[src/design/first_fit_unit_map_allocator_macros.svh]
// Assertion shorthands shared by the allocator RTL.
// Each samples on posedge clk and is off while rst_n is low.
`ifndef FIRST_FIT_UNIT_MAP_ALLOCATOR_MACROS_SVH
`define FIRST_FIT_UNIT_MAP_ALLOCATOR_MACROS_SVH

// Same-cycle implication.
`define FFUM_ASSERT_IMP(lbl, ante, cons, msg) \
    lbl: assert property (@(posedge clk) disable iff (!rst_n) (ante) |-> (cons)) \
        else $error(msg);

// Next-cycle implication.
`define FFUM_ASSERT_NXT(lbl, ante, cons, msg) \
    lbl: assert property (@(posedge clk) disable iff (!rst_n) (ante) |=> (cons)) \
        else $error(msg);

`endif

[src/design/ffum_pkg.sv]
`timescale 1ns / 1ps

package ffum_pkg;

    // Marks per memory word and the bits that select one of them.
    localparam int WORD_BITS = 16;
    localparam int POS_W     = 4;

    // Width of unit_count, also used for run lengths.
    localparam int CNT_W = 11;

    localparam logic [31:0] DATA_BASE_RESET = 32'h010F_F7FF;

    localparam logic [1:0] CMD_ALLOC = 2'd0;
    localparam logic [1:0] CMD_FREE  = 2'd1;
    localparam logic [1:0] CMD_CLEAR = 2'd2;

    typedef enum logic [1:0] {
        ST_IDLE,
        ST_SCAN,
        ST_SWEEP,
        ST_DONE
    } state_t;

    // Per-word search result.
    typedef struct packed {
        logic             hit;
        logic [POS_W-1:0] pos;
        logic [CNT_W-1:0] carry_out;
    } eval_t;

endpackage

[src/design/ffum_ram.sv]
`timescale 1ns / 1ps

module ffum_ram #(
    parameter int WIDTH = 16,
    parameter int DEPTH = 64
) (
    input  logic                                   clk,
    input  logic                                   we,
    input  logic [((DEPTH > 1) ? $clog2(DEPTH) : 1)-1:0] waddr,
    input  logic [WIDTH-1:0]                       wdata,
    input  logic                                   re,
    input  logic [((DEPTH > 1) ? $clog2(DEPTH) : 1)-1:0] raddr,
    output logic [WIDTH-1:0]                       rdata
);

    logic [WIDTH-1:0] mem [DEPTH];

    always_ff @(posedge clk)
    begin
        if (we)
        begin
            mem[waddr] <= wdata;
        end
        if (re)
        begin
            rdata <= mem[raddr];
        end
    end

endmodule

[src/design/ffum_word_eval.sv]
`timescale 1ns / 1ps

// One word of the first-fit search: run length ending at each bit,
// lowest bit that closes a long enough run, and the run carried out.
module ffum_word_eval (
    input  logic [ffum_pkg::WORD_BITS-1:0] free_bits,
    input  logic [ffum_pkg::CNT_W-1:0]     carry_in,
    input  logic [ffum_pkg::CNT_W-1:0]     need,
    output ffum_pkg::eval_t                res
);

    logic [ffum_pkg::CNT_W-1:0] run [ffum_pkg::WORD_BITS];

    // Per bit: distance back to the nearest used bit, or carry + j + 1 when none.
    always_comb
    begin
        logic                       seen;
        logic [ffum_pkg::POS_W-1:0] last_used;
        for (int j = 0; j < ffum_pkg::WORD_BITS; j++)
        begin
            seen      = 1'b0;
            last_used = '0;
            for (int i = 0; i <= j; i++)
            begin
                if (!free_bits[i])
                begin
                    seen      = 1'b1;
                    last_used = ffum_pkg::POS_W'(i);
                end
            end
            if (seen)
            begin
                run[j] = ffum_pkg::CNT_W'(j) - ffum_pkg::CNT_W'(last_used);
            end
            else
            begin
                run[j] = carry_in + ffum_pkg::CNT_W'(j + 1);
            end
        end
    end

    always_comb
    begin
        res.hit = 1'b0;
        res.pos = '0;
        for (int j = ffum_pkg::WORD_BITS - 1; j >= 0; j--)
        begin
            if (free_bits[j] && (run[j] >= need))
            begin
                res.hit = 1'b1;
                res.pos = ffum_pkg::POS_W'(j);
            end
        end
        res.carry_out = run[ffum_pkg::WORD_BITS-1];
    end

endmodule

[src/design/first_fit_unit_map_allocator.sv]
`timescale 1ns / 1ps
`include "first_fit_unit_map_allocator_macros.svh"

// First-fit allocator over a map of NUM_UNITS used marks, held 16 marks to
// a word in a one-port-read, one-port-write RAM. A request is taken when
// start is high and busy is low; its result appears on success, found_index
// and data_address for exactly one cycle with done high, and must be taken
// then, since the block never waits on the receiver. Every request gives one
// result. An allocate scans the map words and then marks the run that it
// found; a zero size or failed search skips the marking pass, and an
// oversized count skips both. A free clears the marks in its range; an
// empty or out-of-map free skips that pass. A clear sweeps every word.
// Each pass walks the map RAM a word at a time: one read issued per cycle,
// one word checked or rewritten per cycle.
// After reset the map is cleared by the same pass with busy high and no
// result; data_base may be written meanwhile. data_base is to be written
// only while the block is idle; the block itself does not enforce this.
module first_fit_unit_map_allocator #(
    parameter int NUM_UNITS = 1024
) (
    input  logic        clk,
    input  logic        rst_n,

    input  logic        start,
    output logic        busy,
    input  logic [1:0]  command,
    input  logic [10:0] unit_count,
    input  logic [9:0]  free_index,

    input  logic        cfg_we,
    input  logic [31:0] cfg_wdata,

    output logic        done,
    output logic        success,
    output logic [9:0]  found_index,
    output logic [31:0] data_address
);

    localparam int WB     = ffum_pkg::WORD_BITS;
    localparam int PW     = ffum_pkg::POS_W;
    localparam int CW     = ffum_pkg::CNT_W;
    localparam int WORDS  = (NUM_UNITS + WB - 1) / WB;
    localparam int ADDR_W = (WORDS > 1) ? $clog2(WORDS) : 1;
    localparam int BIT_W  = ADDR_W + PW;
    // Wide enough for NUM_UNITS itself and for free_index + unit_count.
    localparam int XW     = (BIT_W + 1 > 12) ? BIT_W + 1 : 12;
    localparam int LAST_WORD = WORDS - 1;
    localparam int LAST_BITS = NUM_UNITS - LAST_WORD * WB;

    localparam logic [XW-1:0]     NUM_X    = XW'(NUM_UNITS);
    localparam logic [ADDR_W:0]   WORDS_P  = (ADDR_W + 1)'(WORDS);
    localparam logic [ADDR_W-1:0] LAST_A   = ADDR_W'(LAST_WORD);
    localparam logic [BIT_W-1:0]  MAP_TOP  = BIT_W'(WORDS * WB - 1);

    ffum_pkg::state_t state_reg, state_next;

    logic              init_reg, init_next;      // power-up clearing pass
    logic [ADDR_W:0]   ptr_reg, ptr_next;        // next word to read
    logic [ADDR_W-1:0] eval_ptr_reg, eval_ptr_next; // word in rd_data
    logic              pend_reg, pend_next;      // rd_data holds a word
    logic [CW-1:0]     carry_reg, carry_next;    // free run entering word
    logic [CW-1:0]     eff_reg, eff_next;        // run length needed (>= 1)
    logic              zero_reg, zero_next;      // zero-size allocate
    logic [BIT_W-1:0]  lo_reg, lo_next;          // sweep range, also start
    logic [BIT_W-1:0]  hi_reg, hi_next;
    logic              set_reg, set_next;        // sweep writes 1s or 0s
    logic              full_reg, full_next;      // sweep clears whole words
    logic              res_ok_reg, res_ok_next;
    logic              res_hit_reg, res_hit_next;
    logic [31:0]       data_base_reg;

    logic              accept;
    logic              ram_re, ram_we;
    logic [WB-1:0]     rd_data, wr_data;
    logic [WB-1:0]     free_bits, mask;
    logic [ADDR_W-1:0] lo_word, hi_word;
    logic [BIT_W-1:0]  hit_bit;
    ffum_pkg::eval_t   ev;

    logic [XW-1:0]     first_x, end_x, count_x;

    assign accept  = start && !busy;
    assign lo_word = lo_reg[BIT_W-1:PW];
    assign hi_word = hi_reg[BIT_W-1:PW];
    assign hit_bit = {eval_ptr_reg, ev.pos};

    assign first_x = XW'(free_index);
    assign count_x = XW'(unit_count);
    assign end_x   = first_x + count_x - XW'(1);

    // ------------------------------------------------------------------
    // Map storage
    // ------------------------------------------------------------------
    ffum_ram #(
        .WIDTH (WB),
        .DEPTH (WORDS)
    ) u_map (
        .clk   (clk),
        .we    (ram_we),
        .waddr (eval_ptr_reg),
        .wdata (wr_data),
        .re    (ram_re),
        .raddr (ptr_reg[ADDR_W-1:0]),
        .rdata (rd_data)
    );

    // Bits past the map end in the last word count as used.
    always_comb
    begin
        for (int b = 0; b < WB; b++)
        begin
            free_bits[b] = ((eval_ptr_reg != LAST_A) || (b < LAST_BITS)) && !rd_data[b];
        end
    end

    ffum_word_eval u_eval (
        .free_bits (free_bits),
        .carry_in  (carry_reg),
        .need      (eff_reg),
        .res       (ev)
    );

    // Sweep mask: bits of this word inside [lo, hi], or all bits when full_reg is set.
    always_comb
    begin
        for (int b = 0; b < WB; b++)
        begin
            mask[b] = full_reg
                   || (((eval_ptr_reg != lo_word) || (PW'(b) >= lo_reg[PW-1:0]))
                    && ((eval_ptr_reg != hi_word) || (PW'(b) <= hi_reg[PW-1:0])));
        end
    end

    assign wr_data = (rd_data & ~mask) | (set_reg ? mask : '0);

    // ------------------------------------------------------------------
    // Next state
    // ------------------------------------------------------------------
    always_comb
    begin
        state_next = state_reg;
        case (state_reg)
            ffum_pkg::ST_IDLE:
            begin
                if (accept)
                begin
                    case (command)
                        ffum_pkg::CMD_ALLOC:
                        begin
                            state_next = (count_x > NUM_X) ? ffum_pkg::ST_DONE
                                                           : ffum_pkg::ST_SCAN;
                        end
                        ffum_pkg::CMD_FREE:
                        begin
                            state_next = ((unit_count == '0) || (first_x >= NUM_X))
                                       ? ffum_pkg::ST_DONE : ffum_pkg::ST_SWEEP;
                        end
                        ffum_pkg::CMD_CLEAR:
                        begin
                            state_next = ffum_pkg::ST_SWEEP;
                        end
                        default:
                        begin
                            state_next = ffum_pkg::ST_DONE;
                        end
                    endcase
                end
            end
            ffum_pkg::ST_SCAN:
            begin
                if (pend_reg)
                begin
                    if (ev.hit)
                    begin
                        state_next = zero_reg ? ffum_pkg::ST_DONE : ffum_pkg::ST_SWEEP;
                    end
                    else if (eval_ptr_reg == LAST_A)
                    begin
                        state_next = ffum_pkg::ST_DONE;
                    end
                end
            end
            ffum_pkg::ST_SWEEP:
            begin
                if (pend_reg && (eval_ptr_reg == hi_word))
                begin
                    state_next = init_reg ? ffum_pkg::ST_IDLE : ffum_pkg::ST_DONE;
                end
            end
            ffum_pkg::ST_DONE:
            begin
                state_next = ffum_pkg::ST_IDLE;
            end
            default:
            begin
                state_next = ffum_pkg::ST_IDLE;
            end
        endcase
    end

    // ------------------------------------------------------------------
    // Outputs and RAM control
    // ------------------------------------------------------------------
    always_comb
    begin
        busy   = 1'b1;
        done   = 1'b0;
        ram_re = 1'b0;
        ram_we = 1'b0;
        case (state_reg)
            ffum_pkg::ST_IDLE:
            begin
                busy = 1'b0;
            end
            ffum_pkg::ST_SCAN:
            begin
                ram_re = (ptr_reg < WORDS_P);
            end
            ffum_pkg::ST_SWEEP:
            begin
                ram_re = (ptr_reg <= {1'b0, hi_word});
                ram_we = pend_reg;
            end
            ffum_pkg::ST_DONE:
            begin
                done = 1'b1;
            end
            default:
            begin
                busy = 1'b1;
            end
        endcase
    end

    assign success      = res_ok_reg;
    assign found_index  = res_hit_reg ? 10'(lo_reg) : '0;
    assign data_address = res_hit_reg ? (data_base_reg + 32'(lo_reg)) : '0;

    // ------------------------------------------------------------------
    // Datapath registers
    // ------------------------------------------------------------------
    always_comb
    begin
        init_next     = init_reg;
        ptr_next      = ptr_reg;
        eval_ptr_next = eval_ptr_reg;
        pend_next     = pend_reg;
        carry_next    = carry_reg;
        eff_next      = eff_reg;
        zero_next     = zero_reg;
        lo_next       = lo_reg;
        hi_next       = hi_reg;
        set_next      = set_reg;
        full_next     = full_reg;
        res_ok_next   = res_ok_reg;
        res_hit_next  = res_hit_reg;

        // Read pipeline: one word issued, one word landing.
        if (state_reg == ffum_pkg::ST_SCAN || state_reg == ffum_pkg::ST_SWEEP)
        begin
            pend_next = ram_re;
            if (ram_re)
            begin
                ptr_next      = ptr_reg + 1'b1;
                eval_ptr_next = ptr_reg[ADDR_W-1:0];
            end
        end

        case (state_reg)
            ffum_pkg::ST_IDLE:
            begin
                if (accept)
                begin
                    pend_next    = 1'b0;
                    carry_next   = '0;
                    eff_next     = (unit_count == '0) ? CW'(1) : unit_count;
                    zero_next    = (unit_count == '0);
                    full_next    = 1'b0;
                    set_next     = 1'b0;
                    res_hit_next = 1'b0;
                    res_ok_next  = 1'b1;
                    lo_next      = '0;
                    ptr_next     = '0;
                    case (command)
                        ffum_pkg::CMD_ALLOC:
                        begin
                            res_ok_next = 1'b0;
                        end
                        ffum_pkg::CMD_FREE:
                        begin
                            lo_next  = BIT_W'(first_x);
                            hi_next  = (end_x < NUM_X) ? BIT_W'(end_x)
                                                       : BIT_W'(NUM_X - XW'(1));
                            ptr_next = {1'b0, first_x[BIT_W-1:PW]};
                        end
                        ffum_pkg::CMD_CLEAR:
                        begin
                            hi_next   = MAP_TOP;
                            full_next = 1'b1;
                        end
                        default:
                        begin
                            res_ok_next = 1'b0;
                        end
                    endcase
                end
            end
            ffum_pkg::ST_SCAN:
            begin
                if (pend_reg)
                begin
                    carry_next = ev.carry_out;
                    if (ev.hit)
                    begin
                        // run ends at hit_bit; start is eff - 1 units lower
                        lo_next      = BIT_W'(XW'(hit_bit) + XW'(1) - XW'(eff_reg));
                        hi_next      = hit_bit;
                        ptr_next     = {1'b0, lo_next[BIT_W-1:PW]};
                        pend_next    = 1'b0;
                        set_next     = 1'b1;
                        res_ok_next  = 1'b1;
                        res_hit_next = 1'b1;
                    end
                end
            end
            ffum_pkg::ST_SWEEP:
            begin
                if (pend_reg && (eval_ptr_reg == hi_word))
                begin
                    init_next = 1'b0;
                end
            end
            default:
            begin
                init_next = init_reg;
            end
        endcase
    end

    always_ff @(posedge clk or negedge rst_n)
    begin
        if (!rst_n)
        begin
            state_reg    <= ffum_pkg::ST_SWEEP;
            init_reg     <= 1'b1;
            ptr_reg      <= '0;
            eval_ptr_reg <= '0;
            pend_reg     <= 1'b0;
            carry_reg    <= '0;
            eff_reg      <= CW'(1);
            zero_reg     <= 1'b0;
            lo_reg       <= '0;
            hi_reg       <= MAP_TOP;
            set_reg      <= 1'b0;
            full_reg     <= 1'b1;
            res_ok_reg   <= 1'b0;
            res_hit_reg  <= 1'b0;
        end
        else
        begin
            state_reg    <= state_next;
            init_reg     <= init_next;
            ptr_reg      <= ptr_next;
            eval_ptr_reg <= eval_ptr_next;
            pend_reg     <= pend_next;
            carry_reg    <= carry_next;
            eff_reg      <= eff_next;
            zero_reg     <= zero_next;
            lo_reg       <= lo_next;
            hi_reg       <= hi_next;
            set_reg      <= set_next;
            full_reg     <= full_next;
            res_ok_reg   <= res_ok_next;
            res_hit_reg  <= res_hit_next;
        end
    end

    always_ff @(posedge clk or negedge rst_n)
    begin
        if (!rst_n)
        begin
            data_base_reg <= ffum_pkg::DATA_BASE_RESET;
        end
        else if (cfg_we)
        begin
            data_base_reg <= cfg_wdata;
        end
    end

    // ------------------------------------------------------------------
    // Checks
    // ------------------------------------------------------------------
    `FFUM_ASSERT_NXT(a_done_one_cycle, done, !done, "result strobe held past one cycle")
    `FFUM_ASSERT_NXT(a_accept_busy, accept, busy, "accepted request did not raise busy")
    `FFUM_ASSERT_IMP(a_rmw_no_overlap, ram_we && ram_re,
        ptr_reg[ADDR_W-1:0] != eval_ptr_reg, "map read and write hit the same word")
    `FFUM_ASSERT_IMP(a_run_in_map, done && res_hit_reg,
        (XW'(lo_reg) + XW'(eff_reg)) <= NUM_X, "allocated run passes the map end")

endmodule
[config.mk]
export PLATFORM = sky130hd
export DESIGN_NAME = first_fit_unit_map_allocator
export DESIGN_NICKNAME = d
export VERILOG_FILES = /design/src/design/ffum_pkg.sv /design/src/design/ffum_ram.sv /design/src/design/ffum_word_eval.sv /design/src/design/first_fit_unit_map_allocator.sv
export VERILOG_INCLUDE_DIRS = /design/src /design/src/design
export SDC_FILE = /design/constraint.sdc
export NUM_CORES = 2
export LEC_CHECK = 0
export CELL_PAD_IN_SITES_DETAIL_PLACEMENT = 1
export CELL_PAD_IN_SITES_GLOBAL_PLACEMENT = 2
export CORE_UTILIZATION = 50
export DETAILED_ROUTE_END_ITERATION = 10
export DONT_BUFFER_PORTS = 1
export PLACE_DENSITY = 0.82
export SLEW_MARGIN = 40
export SYNTH_ARGS = -nofsm -noshare
export SYNTH_HDL_FRONTEND = slang
export SYNTH_SLANG_ARGS = --single-unit
[constraint.sdc]
create_clock -name clk -period 9.4 [get_ports clk]
set_input_delay 1.41 -clock clk [delete_from_list [all_inputs] [get_ports clk]]
set_output_delay 1.41 -clock clk [all_outputs]
set_load 0.01 [all_outputs]
After elaboration in Yosys (flattened, before gate mapping). Memories as Yosys holds them, arrays and structs flattened. A register that Yosys moved wholly into a read port is not among the register bits. Index checks and enable logic that the tools add are counted.

Bits in registers: 95. Output and inout bits: 45. Bits in writable memories: 1024. Memories kept: 1.

Memories: u_map.mem (depth 64, bits a word 16, rd ports 1, clocked after memory_dff 1, wr ports 1, line ffum_ram.sv:16) `logic [WIDTH-1:0] mem [DEPTH];`.

Add/subtract/negate cells: 37. Reductions and logical operators: 112. Eq/ne operators: 15. Bitwise operators: 3. Mux-type cells: 118. Order comparisons: 53.

Operator list (number): $mux W11 (19); $ge A11 B11 Y1 (16); $mux W10 (9); $add A11 B4 Y11 const B (8); $mux W5 (16); $pmux W10 S2 (3); $mux W4 (14); $logic_or A1 B1 Y1 (50); $add A11 B3 Y11 const B (4); $sub A4 B4 Y5 const A (8); $mux W7 (5); $logic_and A1 B1 Y1 (34); $mux W1 (34); $add A32 B10 Y32 (1); $ge A4 B4 Y1 const A (8); $le A4 B4 Y1 const A (8); $mux W32 (1); $add A11 B2 Y11 const B (2); $pmux W11 S2 (1); $sub A3 B4 Y5 const A (4); $and A16 B16 Y16 (1); $ge A3 B4 Y1 const A (4); $le A3 B4 Y1 const A (4); $logic_not A1 Y1 (16); 43 further kinds (68).

Logic depth before layout (Yosys ltp).
Depth in word-level cells: 40. Depth in mapped cells: 35. Depth with buffers taken out: 34.

Modules after synthesis. From an unflattened synthesis, not the netlist that was laid out.

Cells, all modules: 3768. Area total of the unflattened synthesis: 55127.9 um^2.

Modules (own cells, without submodules): ffum_ram (sequential area each 31230.0 um^2, instances 1, area an instance 40138.5 um^2, cells an instance 1820); ffum_word_eval (sequential area each 0.0 um^2, instances 1, area an instance 7498.4 um^2, cells an instance 1094); first_fit_unit_map_allocator (sequential area each 2419.8 um^2, instances 1, area an instance 7490.9 um^2, cells an instance 854).

Worst setup path before layout. OpenSTA, ideal clock, no wires.

Kind: register to register. Start: reg u_map.rdata[3], read port of u_map.mem. End: reg ptr_reg[5]. Buffers on the path: 1. Setup time: 0.090 ns. Stages on the path, launching flop included: 34. Arrival time: 5.877 ns. Setup slack: 3.433 ns. Cell sequence: edfxtp_1 > clkbuf_1 > nor2_2 > o21ai_1 > or2_1 > and2_1 > or3_1 > nand2_1 > nand2b_1 > ha_1 > a21oi_1 > a21oi_1 > ha_1 > a21o_1 > a211oi_2 > a221o_1 > a31oi_1 > o211ai_1 > a2111oi_0 > o311ai_1 > ha_1 > inv_1 > ha_1 > inv_1 > fa_1 > inv_1 > a21oi_1 > o21bai_1 > a21o_1 > a21o_1 > a31oi_1 > xnor2_1 > nand2_1 > o221ai_1.

Word-level cells in the longest chain between the ends: 38.

RTL lines: from (decl) (line ffum_ram.sv:13) `output logic [WIDTH-1:0] rdata`; $mux W4 (13 in series) (line ffum_word_eval.sv:25) `if (!free_bits[i])`; $sub A4 B4 Y5 (line ffum_word_eval.sv:33) `run[j] = ffum_pkg::CNT_W'(j) - ffum_pkg::CNT_W'(last_used);`; $mux W11 (line ffum_word_eval.sv:31) `if (seen)`; $ge A11 B11 Y1 (line ffum_word_eval.sv:48) `if (free_bits[j] && (run[j] >= need))`; $logic_and A1 B1 Y1 (line ffum_word_eval.sv:48); $mux W5 (12 in series) (line ffum_word_eval.sv:48); $mux W5 * (4 in series) (line ffum_word_eval.sv:48); $add A10 B1 Y10 (line first_fit_unit_map_allocator.sv:316) `lo_next = BIT_W'(XW'(hit_bit) + XW'(1) - XW'(eff_reg));`; $sub A10 B10 Y10 (line first_fit_unit_map_allocator.sv:316); $mux W7 * (line first_fit_unit_map_allocator.sv:313) `if (ev.hit)`; $mux W7 * (line first_fit_unit_map_allocator.sv:310) `if (pend_reg)`; $pmux W7 S2 * (line first_fit_unit_map_allocator.sv:269) `case (state_reg)`; net ptr_next[5] (line first_fit_unit_map_allocator.sv:58) `logic [ADDR_W:0] ptr_reg, ptr_next;`; to (signal assigned) (line first_fit_unit_map_allocator.sv:363) `ptr_reg <= ptr_next;`; to (decl) (line first_fit_unit_map_allocator.sv:58).

Mark *: on every way through the listed nets, which the timed path passes. The rest lies on a longest branch. A chain may end at the register's enable or synchronous reset.

Worst setup path after layout.
Start: reg u_map.rdata[4], read port of u_map.mem. End: reg ptr_reg[5].

Word-level cells in the longest chain between the ends: 37.

RTL lines (line): $mux W4 (12 in series) (ffum_word_eval.sv:25); $sub A4 B4 Y5 (ffum_word_eval.sv:33); $mux W11 (ffum_word_eval.sv:31); $ge A11 B11 Y1 (ffum_word_eval.sv:48); $logic_and A1 B1 Y1 (ffum_word_eval.sv:48); $mux W5 (11 in series) (ffum_word_eval.sv:48); $mux W5 * (5 in series) (ffum_word_eval.sv:48); $add A10 B1 Y10 (first_fit_unit_map_allocator.sv:316); $sub A10 B10 Y10 (first_fit_unit_map_allocator.sv:316); $mux W7 * (first_fit_unit_map_allocator.sv:313); $mux W7 * (first_fit_unit_map_allocator.sv:310); $pmux W7 S2 * (first_fit_unit_map_allocator.sv:269); net ptr_next[5] (first_fit_unit_map_allocator.sv:58).

Marked as above.

==> key figures <==
Worst setup path
  – Cell repeated most along the worst path: inv_1
  – CP max stage delay: 510 ps
  – Worst-path maximum fanout: 7
  – Critical Path RT: 9970 ps
  – CP max stage cell: edfxtp_1
  – Critical path type: reg -> reg
  – Worst Path Arrival: 7970 ps
  – Setup crit start kind: flop
  – Critical path endpoint category: flop

STA
  – Period utilization: 78.7%
  – Unrepaired setup endpoints after global routing: false
  – Setup_tns: 0 ps
  – Rel. slew slack: 43.1%
  – Clk_skew: 82.4 ps
  – Fin. max-slew vios: 0
  – Final setup viols: 0
  – Final min period: 7390 ps
  – Final Hold Vio Count: 0
  – Slew @ Worst Pin: 853 ps
  – Peak Freq: 135 MHz

Yosys
  – Post-synth EDFFs: 1040
  – Seq cells post-synth: 1135
  – Post-Syn Area: 54400 um2
  – Top_reg_cell synth: edfxtp_1
  – Synth Net Count: 3759
  – Seq/Total Area, Yosys: 61.8%
  – Synthesized instance count: 3432
  – Avg Cell Area, Syn: 15.9 um2
  – Ys Warns: 0
  – Post-synth ARST share: 8.37%
  – Cell variety after synth: 92

Clocking
  – Cts hold-fix bufs: 0
  – CTS Buf Count: 112
  – Maximum level of the CTS H-tree: 3
  – Clock Tree Buf Depth: 3
  – Root Driver: clkbuf_16
  – CTS tree: built
  – Clk_lat worst skew: 750 ps
  – Post CTS Setup Buffer Count: 0
  – Worst-path clk slew: 60 ps
  – Clock sink count: 1135
  – Number of gates resized after cts: 0

Place
  – Gpl congestion: 0.905
  – Placed cell count: 4768
  – Post-detail-place hpwl: 101000 um
  – PortBufs: 0

Finish
  – Commonest cells after routing, fill and taps aside: edfxtp_1, mux4_2, ha_1
  – Leading cell type in the layout, fill and taps excluded: edfxtp_1
  – Area grow syn2layout: 10.7%
  – Max reg flops: 1024
  – Multi-input combinational cell area: 19800 um2
  – Layout cell share with drive strength beyond 1: 21.5%
  – Layout Nets: 3808
  – FF+latch area: 33700 um2
  – Fill count: 9872
  – Final cell count without fillers: 4981

Global route
  – Largest net degree at the start of global routing: 96
  – First-pass GRT wire length: 235000 um
  – Vias in the first global route: 34600
  – Total gr overflow: 0
  – Initial antenna violation count: 5
  – Global Route Usage Sum: 29.2%

Power
  – Clk pwr share: 24.8%
  – Flop pwr share: 36.4%
  – Int Pwr: 11.5 mW
  – Switch share: 36.1%
  – Pwr dens: 298 nW/um2
  – VDD IR max: 0.000192 V
  – Psw: 6.48 mW
  – Leakage: 20.6 nW
  – Logic pwr share: 38.8%

Flow run
  – Max_cap viols: 0

Floorplan
  – Rows: 120
  – Die Y: 332 um
  – # IOs: 104
  – Die width: 332 um
  – Core Footprint: 108000 um2
  – Die ar.: 110000 um2
  – Starting density of the core: 50.6%

Detailed routing
  – Drc violations: 0
  – DRT Pass-1 Iters: 5
  – DR iter-0 viols: 2998
  – Via count: 32100
  – Drt wl/cell: 32.0 um
  – Post-route ant nets: 0
  – Vias per cell: 6.44
  – Total wire length: 159000 um

Hold path
  – Hold WC Path Type: in -> async

Status
  – Outcome: complete, no violations
through the flow:
step / total power [mW] / hold WS, ps / util (%) / cell area, um2 / setup WS (ps)
floorplan: 11.2 / 438 / - / 54400 / 3430
global placement: 13.2 / 453 / 52.5 / 56400 / 2100
detailed placement: 13.6 / 458 / 52.6 / 56500 / 2100
CTS: 18.0 / 388 / 56.0 / 60200 / 2050
global route: 18.8 / 412 / 56.1 / 60300 / 1330
finish: 18.0 / 429 / 56.1 / 60300 / 2010
synth_stat cells (all sizes together), types with 6 or more instances:
cell type / n / area share (%)
nand3: 44 / 0.42
a21oi: 150 / 1.4
mux2: 59 / 1.2
or2: 16 / 0.18
nor3: 29 / 0.30
nor2b: 29 / 0.33
clkbuf: 125 / 0.86
a31oi: 18 / 0.22
nand2: 137 / 0.96
edfxtp: 1040 / 57
nand2b: 27 / 0.32
ha: 265 / 6.1
a211oi: 12 / 0.17
a211o: 6 / 0.097
a21o: 29 / 0.40
nand3b: 6 / 0.083
dfrtp: 61 / 2.8
o22ai: 13 / 0.15
and3: 17 / 0.20
xnor2: 81 / 1.3
a22o: 6 / 0.097
nor2: 239 / 1.7
o21ai: 118 / 1.1
o211ai: 16 / 0.23
o21a: 20 / 0.28
o221ai: 7 / 0.11
nor4: 11 / 0.15
nor3b: 6 / 0.083
and2: 43 / 0.49
dfstp: 34 / 1.6
mux2i: 17 / 0.31
nand4: 31 / 0.36
a21boi: 10 / 0.14
o21bai: 10 / 0.14
o31ai: 12 / 0.17
mux4: 336 / 14
buf: 55 / 0.51
a2111oi: 14 / 0.25
xor2: 84 / 1.4
or3: 28 / 0.32
inv: 116 / 0.80
cell families after synthesis:
logic type / after synthesis / share of synthesized area, %
mux: 412 / 15.4
compound gates: 474 / 5.51
xor+xnor: 165 / 2.65
fa+ha+maj: 268 / 6.20
flops: 1135 / 61.8
simple gates: 681 / 6.20
buf+inv: 297 / 2.18
critical path, delay by kind of cell, from the launching register on:
family          cells  cell delay [ps]
compound gates     20             4140
xor+xnor            1              180
fa+ha+maj           5             1420
buf+inv             5              610
flops               1              510
simple gates        3              400
cell type report:
class                           instances  share of cell area (%)
Sequential cell                      1135                    55.9
Timing Repair Buffer                  115                    1.62
Inverter                              117                   0.729
Tap cell                             1403                    2.91
Antenna cell                            4                  0.0166
Multi-Input combinational cell       2000                    32.8
Clock inverter                         74                    1.28
Clock buffer                          133                    4.78
power by group through the flow:
stage / combinational, mW / clock (mW) / sequential, mW
after floorplan: 4.89 / 0 / 6.30
after global placement: 6.55 / 0 / 6.67
after detailed placement: 6.89 / 0 / 6.68
after CTS: 6.94 / 4.52 / 6.58
after global routing: 7.57 / 4.68 / 6.57
final: 6.96 / 4.45 / 6.54
path summary, 6_finish.rpt:
check	start	end	slack, ps	cells after the start
min	rst_n	carry_reg[4]	430	0
max reg2reg	u_map.rdata[4]	ptr_reg[5]	2010	34
min reg2reg	init_reg	init_reg	470	1
min in group clk	init_reg	init_reg	470	1
max	u_map.rdata[4]	ptr_reg[5]	2010	34
max in group asynchronous	rst_n	data_base_reg[6]	8660	0
routing by layer:
layer | vias to the layer above | track usage, % | wire length (um)
met4 | 6 | 11.0 | 6060
li1 | 13600 | - | -
met3 | 316 | 4.54 | 10300
met1 | 16900 | 37.8 | 62600
met2 | 1311 | 49.9 | 80300
met5 | - | 0 | 46
Power figures use the tool's default switching activity.
